<file path="src/rtl/core/q12alu_pkg.sv">
// Package for the Q12.4 fixed-point ALU: opcodes, queue entry layout and
// format constants shared by the front end, queue and execution pipeline.
// No dependencies.
package q12alu_pkg;

    localparam int FRAC_BITS = 4;
    localparam int WORD_W    = 16;
    localparam int DEC_W     = 26;
    localparam int OP_W      = 4;

    localparam int DEC_SCALE  = 10000;
    localparam int DEC_STEP   = DEC_SCALE >> FRAC_BITS;
    localparam int DEC_STEP_W = 10;
    localparam int DEC_MAG_W  = 25;

    localparam logic signed [DEC_W-1:0] DEC_MIN = -26'sd20480000;
    localparam logic signed [DEC_W-1:0] DEC_MAX = 26'sd20479999;

    localparam int RECIP_SHIFT = 35;
    localparam int RECIP_W     = 26;
    localparam longint unsigned RECIP_FULL =
        ((64'd1 << RECIP_SHIFT) + 64'(DEC_STEP) - 64'd1) / 64'(DEC_STEP);
    localparam logic [RECIP_W-1:0] RECIP_MUL = RECIP_W'(RECIP_FULL);

    localparam int MUL_W     = 2 * WORD_W;
    localparam int MUL_ROUND = 1 << (FRAC_BITS - 1);

    localparam int DIV_PRE    = FRAC_BITS - 1;
    localparam int NUM_W      = WORD_W + DIV_PRE;
    localparam int DEN_W      = WORD_W - 1;
    localparam int DIV_STEP   = 4;
    localparam int DIV_STAGES = (NUM_W + DIV_STEP - 1) / DIV_STEP;
    localparam int SH_W       = DIV_STAGES * DIV_STEP;

    localparam int QUEUE_DEPTH = 4;

    localparam int S_TDATA_W = 64;
    localparam int M_TDATA_W = 48;

    typedef enum logic [OP_W-1:0] {
        OP_ADD      = 4'd0,
        OP_SUB      = 4'd1,
        OP_MUL      = 4'd2,
        OP_DIV      = 4'd3,
        OP_ABS      = 4'd4,
        OP_FLOOR    = 4'd5,
        OP_CEIL     = 4'd6,
        OP_TO_DEC   = 4'd7,
        OP_FROM_DEC = 4'd8,
        OP_NONE     = 4'd15
    } op_t;

    typedef struct packed {
        op_t                      op;
        logic signed [WORD_W-1:0] a;
        logic signed [WORD_W-1:0] b;
        logic [DEC_MAG_W-1:0]     dec_mag;
        logic                     dec_neg;
        logic [NUM_W-1:0]         div_num;
        logic [DEN_W-1:0]         div_den;
        logic                     div_neg;
        logic                     div_bypass;
    } entry_t;

    typedef struct packed {
        logic full;
        logic empty;
    } q_stat_t;

endpackage

</file>
<file path="src/rtl/core/q12_4_fixed_point_alu.sv">
// Q12.4 fixed-point ALU top level: front end, entry queue, execution pipeline.
// Depends on q12alu_pkg, q12alu_front, q12alu_queue and q12alu_exec.
// Path: an accepted beat goes through the queue, the head register, the divider stages and the output register.
// Throughput: one beat per cycle unless the output stalls; the queue absorbs QUEUE_DEPTH beats while m_tready is low.
// Reset: rst_n asynchronous, active low; empties the queue and all pipeline valids.
// The divider advances 4 quotient bits per stage over 5 stages, which sets the latency.
module q12_4_fixed_point_alu #(
    parameter int QUEUE_DEPTH = q12alu_pkg::QUEUE_DEPTH
) (
    input  logic                               clk,
    input  logic                               rst_n,
    input  logic                               s_tvalid,
    output logic                               s_tready,
    // operand_a [15:0], operand_b [31:16], decimal_in [57:32], zero [63:58]
    input  logic [q12alu_pkg::S_TDATA_W-1:0]   s_tdata,
    // req_type [3:0]
    input  logic [q12alu_pkg::OP_W-1:0]        s_tuser,
    output logic                               m_tvalid,
    input  logic                               m_tready,
    // fixed_result [15:0], decimal_result [41:16], zero [47:42]
    output logic [q12alu_pkg::M_TDATA_W-1:0]   m_tdata
);

    localparam int WORD_W = q12alu_pkg::WORD_W;
    localparam int DEC_W  = q12alu_pkg::DEC_W;

    q12alu_pkg::entry_t          push_entry, pop_entry;
    q12alu_pkg::q_stat_t         q_stat;
    logic                        push, pop;
    logic signed [WORD_W-1:0]    fixed_result;
    logic signed [DEC_W-1:0]     decimal_result;

    q12alu_front u_front (
        .s_tvalid   (s_tvalid),
        .s_tready   (s_tready),
        .req_type   (s_tuser),
        .operand_a  (s_tdata[WORD_W-1:0]),
        .operand_b  (s_tdata[2*WORD_W-1:WORD_W]),
        .decimal_in (s_tdata[2*WORD_W+DEC_W-1:2*WORD_W]),
        .q_stat     (q_stat),
        .push       (push),
        .entry      (push_entry)
    );

    q12alu_queue #(
        .DEPTH (QUEUE_DEPTH)
    ) u_queue (
        .clk   (clk),
        .rst_n (rst_n),
        .push  (push),
        .din   (push_entry),
        .pop   (pop),
        .dout  (pop_entry),
        .stat  (q_stat)
    );

    q12alu_exec u_exec (
        .clk            (clk),
        .rst_n          (rst_n),
        .q_stat         (q_stat),
        .entry          (pop_entry),
        .pop            (pop),
        .m_tvalid       (m_tvalid),
        .m_tready       (m_tready),
        .fixed_result   (fixed_result),
        .decimal_result (decimal_result)
    );

    assign m_tdata = {{(q12alu_pkg::M_TDATA_W - WORD_W - DEC_W){1'b0}},
                      decimal_result, fixed_result};

endmodule

</file>
<file path="src/rtl/core/q12alu_front.sv">
// Front end of the Q12.4 ALU: accepts input beats, decodes the opcode and
// prepares operand magnitudes, signs and clamps for the queue.
// Depends on q12alu_pkg.
module q12alu_front (
    input  logic                                  s_tvalid,
    output logic                                  s_tready,
    input  logic [q12alu_pkg::OP_W-1:0]           req_type,
    input  logic signed [q12alu_pkg::WORD_W-1:0]  operand_a,
    input  logic signed [q12alu_pkg::WORD_W-1:0]  operand_b,
    input  logic signed [q12alu_pkg::DEC_W-1:0]   decimal_in,
    input  q12alu_pkg::q_stat_t                   q_stat,
    output logic                                  push,
    output q12alu_pkg::entry_t                    entry
);

    logic signed [q12alu_pkg::DEC_W-1:0]  dec_clamp;
    logic [q12alu_pkg::DEC_W-1:0]         dec_abs;
    logic signed [q12alu_pkg::DEN_W-1:0]  den_s;
    logic [q12alu_pkg::DEN_W-1:0]         den_mag;
    logic [q12alu_pkg::WORD_W-1:0]        a_mag;

    assign s_tready = !q_stat.full;
    assign push     = s_tvalid && s_tready;

    always_comb
    begin
        priority if (decimal_in < q12alu_pkg::DEC_MIN)
        begin
            dec_clamp = q12alu_pkg::DEC_MIN;
        end
        else if (decimal_in > q12alu_pkg::DEC_MAX)
        begin
            dec_clamp = q12alu_pkg::DEC_MAX;
        end
        else
        begin
            dec_clamp = decimal_in;
        end
    end

    assign dec_abs = dec_clamp[q12alu_pkg::DEC_W-1] ? (~dec_clamp + 1'b1) : dec_clamp;
    assign den_s   = operand_b[q12alu_pkg::WORD_W-1:1];
    assign den_mag = den_s[q12alu_pkg::DEN_W-1] ? (~den_s + 1'b1) : den_s;
    assign a_mag   = operand_a[q12alu_pkg::WORD_W-1] ? (~operand_a + 1'b1) : operand_a;

    always_comb
    begin
        if (req_type <= q12alu_pkg::OP_FROM_DEC)
        begin
            entry.op = q12alu_pkg::op_t'(req_type);
        end
        else
        begin
            entry.op = q12alu_pkg::OP_NONE;
        end
        entry.a          = operand_a;
        entry.b          = operand_b;
        entry.dec_mag    = dec_abs[q12alu_pkg::DEC_MAG_W-1:0];
        entry.dec_neg    = dec_clamp[q12alu_pkg::DEC_W-1];
        entry.div_num    = {a_mag, {q12alu_pkg::DIV_PRE{1'b0}}};
        entry.div_den    = den_mag;
        entry.div_neg    = operand_a[q12alu_pkg::WORD_W-1] ^ den_s[q12alu_pkg::DEN_W-1];
        entry.div_bypass = (operand_a == '0) || (den_s == '0);
    end

endmodule

</file>
<file path="src/rtl/core/q12alu_queue.sv">
// Short queue between the ALU front end and the execution pipeline.
// Holds decoded entries so either side can stall on its own.
// Depends on q12alu_pkg.
module q12alu_queue #(
    parameter int DEPTH = q12alu_pkg::QUEUE_DEPTH
) (
    input  logic                clk,
    input  logic                rst_n,
    input  logic                push,
    input  q12alu_pkg::entry_t  din,
    input  logic                pop,
    output q12alu_pkg::entry_t  dout,
    output q12alu_pkg::q_stat_t stat
);

    localparam int PW = $clog2(DEPTH);
    localparam int CW = $clog2(DEPTH + 1);

    q12alu_pkg::entry_t mem_reg [DEPTH];
    logic [PW-1:0]      wr_ptr_reg, wr_ptr_next;
    logic [PW-1:0]      rd_ptr_reg, rd_ptr_next;
    logic [CW-1:0]      count_reg, count_next;

    always_comb
    begin
        wr_ptr_next = wr_ptr_reg;
        rd_ptr_next = rd_ptr_reg;
        count_next  = count_reg;
        if (push)
        begin
            wr_ptr_next = (wr_ptr_reg == PW'(DEPTH - 1)) ? '0 : wr_ptr_reg + 1'b1;
        end
        if (pop)
        begin
            rd_ptr_next = (rd_ptr_reg == PW'(DEPTH - 1)) ? '0 : rd_ptr_reg + 1'b1;
        end
        if (push && !pop)
        begin
            count_next = count_reg + 1'b1;
        end
        else if (pop && !push)
        begin
            count_next = count_reg - 1'b1;
        end
    end

    always_ff @(posedge clk or negedge rst_n)
    begin
        if (!rst_n)
        begin
            wr_ptr_reg <= '0;
            rd_ptr_reg <= '0;
            count_reg  <= '0;
        end
        else
        begin
            wr_ptr_reg <= wr_ptr_next;
            rd_ptr_reg <= rd_ptr_next;
            count_reg  <= count_next;
        end
    end

    always_ff @(posedge clk)
    begin
        if (push)
        begin
            mem_reg[wr_ptr_reg] <= din;
        end
    end

    assign dout       = mem_reg[rd_ptr_reg];
    assign stat.full  = (count_reg == CW'(DEPTH));
    assign stat.empty = (count_reg == '0);

endmodule

</file>
<file path="src/rtl/core/q12alu_exec.sv">
// Execution pipeline of the Q12.4 ALU: multipliers, pipelined radix-2 divider
// and result selection, ending in the output register.
// Depends on q12alu_pkg.
module q12alu_exec (
    input  logic                                 clk,
    input  logic                                 rst_n,
    input  q12alu_pkg::q_stat_t                  q_stat,
    input  q12alu_pkg::entry_t                   entry,
    output logic                                 pop,
    output logic                                 m_tvalid,
    input  logic                                 m_tready,
    output logic signed [q12alu_pkg::WORD_W-1:0] fixed_result,
    output logic signed [q12alu_pkg::DEC_W-1:0]  decimal_result
);

    localparam int WORD_W = q12alu_pkg::WORD_W;
    localparam int DEC_W  = q12alu_pkg::DEC_W;
    localparam int FB     = q12alu_pkg::FRAC_BITS;
    localparam int DEN_W  = q12alu_pkg::DEN_W;
    localparam int SH_W   = q12alu_pkg::SH_W;
    localparam int NST    = q12alu_pkg::DIV_STAGES;
    localparam int DPW    = WORD_W + q12alu_pkg::DEC_STEP_W + 1;
    localparam int RPW    = q12alu_pkg::DEC_MAG_W + q12alu_pkg::RECIP_W;

    typedef struct packed {
        q12alu_pkg::op_t                     op;
        logic [WORD_W-1:0]                   fixed;
        logic [q12alu_pkg::MUL_W-1:0]        mul_prod;
        logic [DEC_W-1:0]                    dec_prod;
        logic [WORD_W-1:0]                   rec_q;
        logic                                dec_neg;
        logic [q12alu_pkg::NUM_W-1:0]        div_num;
        logic [DEN_W-1:0]                    div_den;
        logic                                div_neg;
        logic                                div_bypass;
    } head_t;

    typedef struct packed {
        logic              use_quot;
        logic              neg;
        logic [WORD_W-1:0] fixed;
        logic [DEC_W-1:0]  decimal;
        logic [DEN_W-1:0]  rem;
        logic [SH_W-1:0]   sh;
        logic [DEN_W-1:0]  den;
    } div_t;

    function automatic div_t div_iter(input div_t s);
        div_t         r;
        logic [DEN_W:0] trial;
        r = s;
        for (int j = 0; j < q12alu_pkg::DIV_STEP; j++)
        begin
            trial = {r.rem, r.sh[SH_W-1]};
            r.sh  = {r.sh[SH_W-2:0], 1'b0};
            if (trial >= {1'b0, r.den})
            begin
                r.rem   = DEN_W'(trial - {1'b0, r.den});
                r.sh[0] = 1'b1;
            end
            else
            begin
                r.rem = trial[DEN_W-1:0];
            end
        end
        return r;
    endfunction

    logic                                adv;
    logic signed [q12alu_pkg::MUL_W-1:0] mul_full;
    logic signed [DPW-1:0]               dec_full;
    logic [RPW-1:0]                      rec_full;
    logic [q12alu_pkg::MUL_W-1:0]        mul_rnd;
    head_t                               head_reg, head_next;
    logic                                head_valid_reg;
    div_t                                body_start;
    div_t                                stage_in   [NST];
    div_t                                body_next  [NST];
    div_t                                body_reg   [NST];
    logic [NST-1:0]                      body_valid_reg;
    logic [WORD_W-1:0]                   quot;
    logic                                out_valid_reg;
    logic [WORD_W-1:0]                   fixed_reg, fixed_next;
    logic [DEC_W-1:0]                    decimal_reg;

    assign adv = !out_valid_reg || m_tready;
    assign pop = adv && !q_stat.empty;

    assign mul_full = $signed(entry.a) * $signed(entry.b);
    assign dec_full = $signed(entry.a)
                    * $signed({1'b0, q12alu_pkg::DEC_STEP_W'(q12alu_pkg::DEC_STEP)});
    assign rec_full = entry.dec_mag * q12alu_pkg::RECIP_MUL;

    always_comb
    begin
        head_next.op         = entry.op;
        head_next.mul_prod   = mul_full;
        head_next.dec_prod   = dec_full[DEC_W-1:0];
        head_next.rec_q      = rec_full[q12alu_pkg::RECIP_SHIFT +: WORD_W];
        head_next.dec_neg    = entry.dec_neg;
        head_next.div_num    = entry.div_num;
        head_next.div_den    = entry.div_den;
        head_next.div_neg    = entry.div_neg;
        head_next.div_bypass = entry.div_bypass;
        unique case (entry.op)
            q12alu_pkg::OP_ADD:   head_next.fixed = entry.a + entry.b;
            q12alu_pkg::OP_SUB:   head_next.fixed = entry.a - entry.b;
            q12alu_pkg::OP_ABS:
                head_next.fixed = entry.a[WORD_W-1] ? (~entry.a + 1'b1) : entry.a;
            q12alu_pkg::OP_FLOOR: head_next.fixed = {entry.a[WORD_W-1:FB], {FB{1'b0}}};
            q12alu_pkg::OP_CEIL:
            begin
                if (entry.a[FB-1:0] == '0)
                begin
                    head_next.fixed = entry.a;
                end
                else
                begin
                    head_next.fixed = {entry.a[WORD_W-1:FB] + 1'b1, {FB{1'b0}}};
                end
            end
            q12alu_pkg::OP_DIV:   head_next.fixed = entry.a;
            default:              head_next.fixed = '0;
        endcase
    end

    assign mul_rnd = head_reg.mul_prod + q12alu_pkg::MUL_W'(q12alu_pkg::MUL_ROUND);

    always_comb
    begin
        body_start.use_quot = (head_reg.op == q12alu_pkg::OP_DIV) && !head_reg.div_bypass;
        body_start.neg      = head_reg.div_neg;
        body_start.rem      = '0;
        body_start.sh       = SH_W'(head_reg.div_num);
        body_start.den      = head_reg.div_den;
        body_start.decimal  = (head_reg.op == q12alu_pkg::OP_TO_DEC) ? head_reg.dec_prod : '0;
        unique case (head_reg.op)
            q12alu_pkg::OP_MUL:      body_start.fixed = mul_rnd[FB +: WORD_W];
            q12alu_pkg::OP_FROM_DEC:
                body_start.fixed = head_reg.dec_neg ? (~head_reg.rec_q + 1'b1) : head_reg.rec_q;
            default:                 body_start.fixed = head_reg.fixed;
        endcase
    end

    always_comb
    begin
        stage_in[0] = body_start;
        for (int k = 1; k < NST; k++)
        begin
            stage_in[k] = body_reg[k-1];
        end
        for (int k = 0; k < NST; k++)
        begin
            body_next[k] = div_iter(stage_in[k]);
        end
    end

    assign quot = body_reg[NST-1].sh[WORD_W-1:0];

    always_comb
    begin
        if (body_reg[NST-1].use_quot)
        begin
            fixed_next = body_reg[NST-1].neg ? (~quot + 1'b1) : quot;
        end
        else
        begin
            fixed_next = body_reg[NST-1].fixed;
        end
    end

    always_ff @(posedge clk or negedge rst_n)
    begin
        if (!rst_n)
        begin
            head_valid_reg <= 1'b0;
            body_valid_reg <= '0;
            out_valid_reg  <= 1'b0;
        end
        else if (adv)
        begin
            head_valid_reg <= pop;
            body_valid_reg <= {body_valid_reg[NST-2:0], head_valid_reg};
            out_valid_reg  <= body_valid_reg[NST-1];
        end
    end

    always_ff @(posedge clk)
    begin
        if (adv)
        begin
            head_reg    <= head_next;
            body_reg    <= body_next;
            fixed_reg   <= fixed_next;
            decimal_reg <= body_reg[NST-1].decimal;
        end
    end

    assign m_tvalid       = out_valid_reg;
    assign fixed_result   = fixed_reg;
    assign decimal_result = decimal_reg;

endmodule

</file>
<file path="config.mk">
export PLATFORM = sky130hd
export DESIGN_NAME = q12_4_fixed_point_alu
export DESIGN_NICKNAME = d
export VERILOG_FILES = /design/src/rtl/core/q12alu_pkg.sv /design/src/rtl/core/q12_4_fixed_point_alu.sv /design/src/rtl/core/q12alu_front.sv /design/src/rtl/core/q12alu_queue.sv /design/src/rtl/core/q12alu_exec.sv
export SDC_FILE = /design/constraint.sdc
export NUM_CORES = 2
export LEC_CHECK = 0
export ABC_AREA = 1
export BUFFER_PORTS_ARGS = -buffer_cell sky130_fd_sc_hd__buf_2
export CORE_MARGIN = 1
export CORE_UTILIZATION = 59
export CTS_CLUSTER_DIAMETER = 40
export CTS_CLUSTER_SIZE = 16
export DETAILED_ROUTE_END_ITERATION = 10
export PLACE_DENSITY = 0.79
export SLEW_MARGIN = 20
export SYNTH_ARGS = -nofsm -noshare
export SYNTH_HDL_FRONTEND = slang
export SYNTH_HIERARCHICAL = 1
export SYNTH_SLANG_ARGS = --single-unit
export TNS_END_PERCENT = 50
</file>
<file path="constraint.sdc">
create_clock -name clk -period 16.75 [get_ports clk]
set_clock_uncertainty 0.2 [all_clocks]
set_input_delay 2.5125 -clock clk [delete_from_list [all_inputs] [get_ports clk]]
set_output_delay 2.5125 -clock clk [all_outputs]
set_load 0.02 [all_outputs]
</file>
==> results.ini <==
[clocking]
clock_latency_ns=0.72
path_clk_slew_ns=0.06
ctsResizeCount=0
postCtsSetupBuffers=0
cts.hold.buffers_added=0
clk_path_buf_depth=3
htreeDepth=3
cts.sinks=984
numCtsBuffers=108
root_buffer=clkbuf_16
cts_tree=built

[synth]
muxShareOfSynthArea_pct=0
synthArstFlopShare_pct=1.42
yosysSeqAreaShare_pct=38.2
yosysWarnings=6
synth-edff-count=970
synth_xor_area_share_pct=4.11
synth_cell_types=64
synth_compound_area_share_pct=9.14
syn-cell-area_um2=77100
synthCells=8284
synth_top_family_by_area=adder cells
synth_adder_area_share_pct=24.2
avgSynthCellArea_um2=9.31
synth-seq-cells=984
synth-main-ff-cell=edfxtp_1
synth-simple-area-share_pct=14.2

[global_route]
grt-ovfl-total=0
grt_pass1_wl_mm=290
grt_antenna_before_repair=7
grt_max_degree=182
grt_pass1_vias=56100
grt_use_total_pct=27.9

[finish]
layout.cells.non_filler=10200
syn2layout_area_growth_pct=7.06
drive_above_1_share_pct=5.65
largest_register_ffs=392
fin_nets=9607

[critical_path]
cp-startpoint=u_exec/body_next[283]$_DFFE_PN_
reg2reg_depth=46
r2r-end=u_exec/body_reg[330]$_DFFE_PN_
end_kind=flip-flop
slowest_delay_ns=0.57
critPathLaunchType=flip-flop
cpMostUsedCell=nand2_1
cp.arrival_ns=10.45
cp_slowest_cell=edfxtp_1
critical_path_required_ns=17.13
critical_path_peak_fanout=22
ff2ff_setup_slack_ns=6.68
critPathKind=flip-flop to flip-flop
r2r_start=u_exec/body_next[283]$_DFFE_PN_

[sta]
timing.slew.headroom_pct=28.4
maxSlewViolCount=0
setup_ws_ns=6.68
fmax_mhz=99.3
layout_min_cycle_time_ns=10.07
post-route-period-util_pct=60.1
setup_viol=0
worst_pin_slew_ns=1.07
setup_tns_ns=0
final-hold-violation-count=0
rsz0062_at_grt=no

[detailed_routing]
drt-wirelength-per-cell_um=18.0
ant_nets=0
routed_wl_mm=183
route.vias.total=55900
wl_met1_mm=76.7
wl_met3_mm=11.0
wl_met2_mm=87.5
drt-initial-drc-count=3975
drc=0
drtPass1Iterations=5
routed_via_density=5.50
top_layer_used=met5

[die]
core.rowCount=132
die_y_um=364
die_w_um=364
core_area_um2=130000
die_area_um2=132000
io_pins=122
initial_utilization_pct=59.5

[worst_hold_path]
min_path_type=flip-flop to flip-flop
holdPathEnd=u_exec/body_reg[409]$_DFFE_PN_
min_delay_path_depth=0
hold_path.startpoint=u_exec/body_next[409]$_DFFE_PN_

[place]
dp.cells=9961
post-dp-hpwl_mm=139
place_ws_ns=6.77
numPortBuffers=109
place_congestion=0.957

[job]
maxCapViolations=0

[status]
status=finished clean

-- area by class of cell --
class | instances | area, um2
Fill cell | 10300 | 47100
Multi-Input combinational cell | 5390 | 39900
Sequential cell | 984 | 29500
Inverter | 1701 | 6420
Clock buffer | 116 | 2800
Tap cell | 1742 | 2180
Clock inverter | 84 | 991
Timing Repair Buffer | 144 | 833
Antenna cell | 2 | 5.00
-- cells by family (layout without fill, tap and decap cells) --
| logic type | after synthesis | in the layout |
|---|---|---|
| AND/OR/NAND/NOR | 2636 | 2636 |
| buffers and inverters | 1917 | 2045 |
| adder cells (fa/ha/maj) | 1206 | 1206 |
| AO/OA/AOI/OAI | 1177 | 1177 |
| flip-flops | 984 | 984 |
| XOR/XNOR | 362 | 362 |
| other | 2 | 11 |
-- Yosys cell counts (15+ instances only) --
master | n | area [um2]
a21oi_1 | 382 | 1910
o211ai_1 | 219 | 1640
nor2_1 | 368 | 1380
inv_1 | 1666 | 6250
buf_4 | 58 | 435
fa_1 | 475 | 9510
ha_1 | 731 | 9150
nor3_1 | 76 | 380
o21ai_1 | 69 | 345
buf_6 | 47 | 529
a21o_1 | 34 | 255
a31oi_1 | 24 | 150
clkbuf_1 | 62 | 233
nor4_1 | 17 | 106
buf_2 | 42 | 210
or2_2 | 15 | 93.8
inv_2 | 30 | 113
o21bai_1 | 28 | 210
o31ai_1 | 15 | 113
xor2_1 | 225 | 1970
a221oi_1 | 18 | 158
nand2_2 | 33 | 206
nand3_1 | 232 | 1160
nand2_1 | 1765 | 6630
nand4_1 | 69 | 432
xnor2_1 | 137 | 1200
o21ai_0 | 293 | 1470
a21boi_0 | 15 | 113
edfxtp_1 | 970 | 29100
-- critical path, delay by kind of cell, from the launching register on --
kind	cells	cell delay, ns
AND/OR/NAND/NOR	23	3.06
buffers and inverters	5	1.71
adder cells (fa/ha/maj)	4	1.60
flip-flops	1	0.57
AO/OA/AOI/OAI	14	2.73
-- per-layer routing --
layer	vias to the layer above	global-route usage, %
li1	27100	-
met4	6	11.5
met5	-	0
met2	1808	47.3
met3	428	4.17
met1	26500	35.9
-- cell usage in the layout, fill, tap and decap left out, types with 109 or more instances in the layout --
master and count:
clkbuf_16 111, o211ai_1 219, nand3_1 232, o21ai_0 293
xnor2_1 137, nor2_1 368, edfxtp_1 970, a21oi_1 382
nand2_1 1765, ha_1 731, fa_1 475, buf_2 109
inv_1 1662, xor2_1 225
-- through the flow --
stage               hold slack [ns]  utilization, %  area, um2
floorplan                     0.200               -      77100
global placement              0.201            60.8      78800
detailed placement            0.205            60.8      78800
CTS                           0.208            63.7      82600
global route                  0.208            63.7      82600
finish                        0.210            63.7      82600
-- how the worst max path moves through the flow --
stage / slack [ns] / end
after global routing: 5.84 / u_exec/body_reg[223]$_DFFE_PN_
after detailed placement: 6.77 / u_exec/body_reg[328]$_DFFE_PN_
final: 6.68 / u_exec/body_reg[330]$_DFFE_PN_
after floorplan: 6.18 / u_exec/body_next[0]$_DFFE_PN_
after global placement: 6.82 / u_exec/body_reg[318]$_DFFE_PN_
after CTS: 6.72 / u_exec/body_reg[330]$_DFFE_PN_
Power is not shown: default switching activity piles up to over one toggle a cycle in this logic, so the estimate is an artifact.
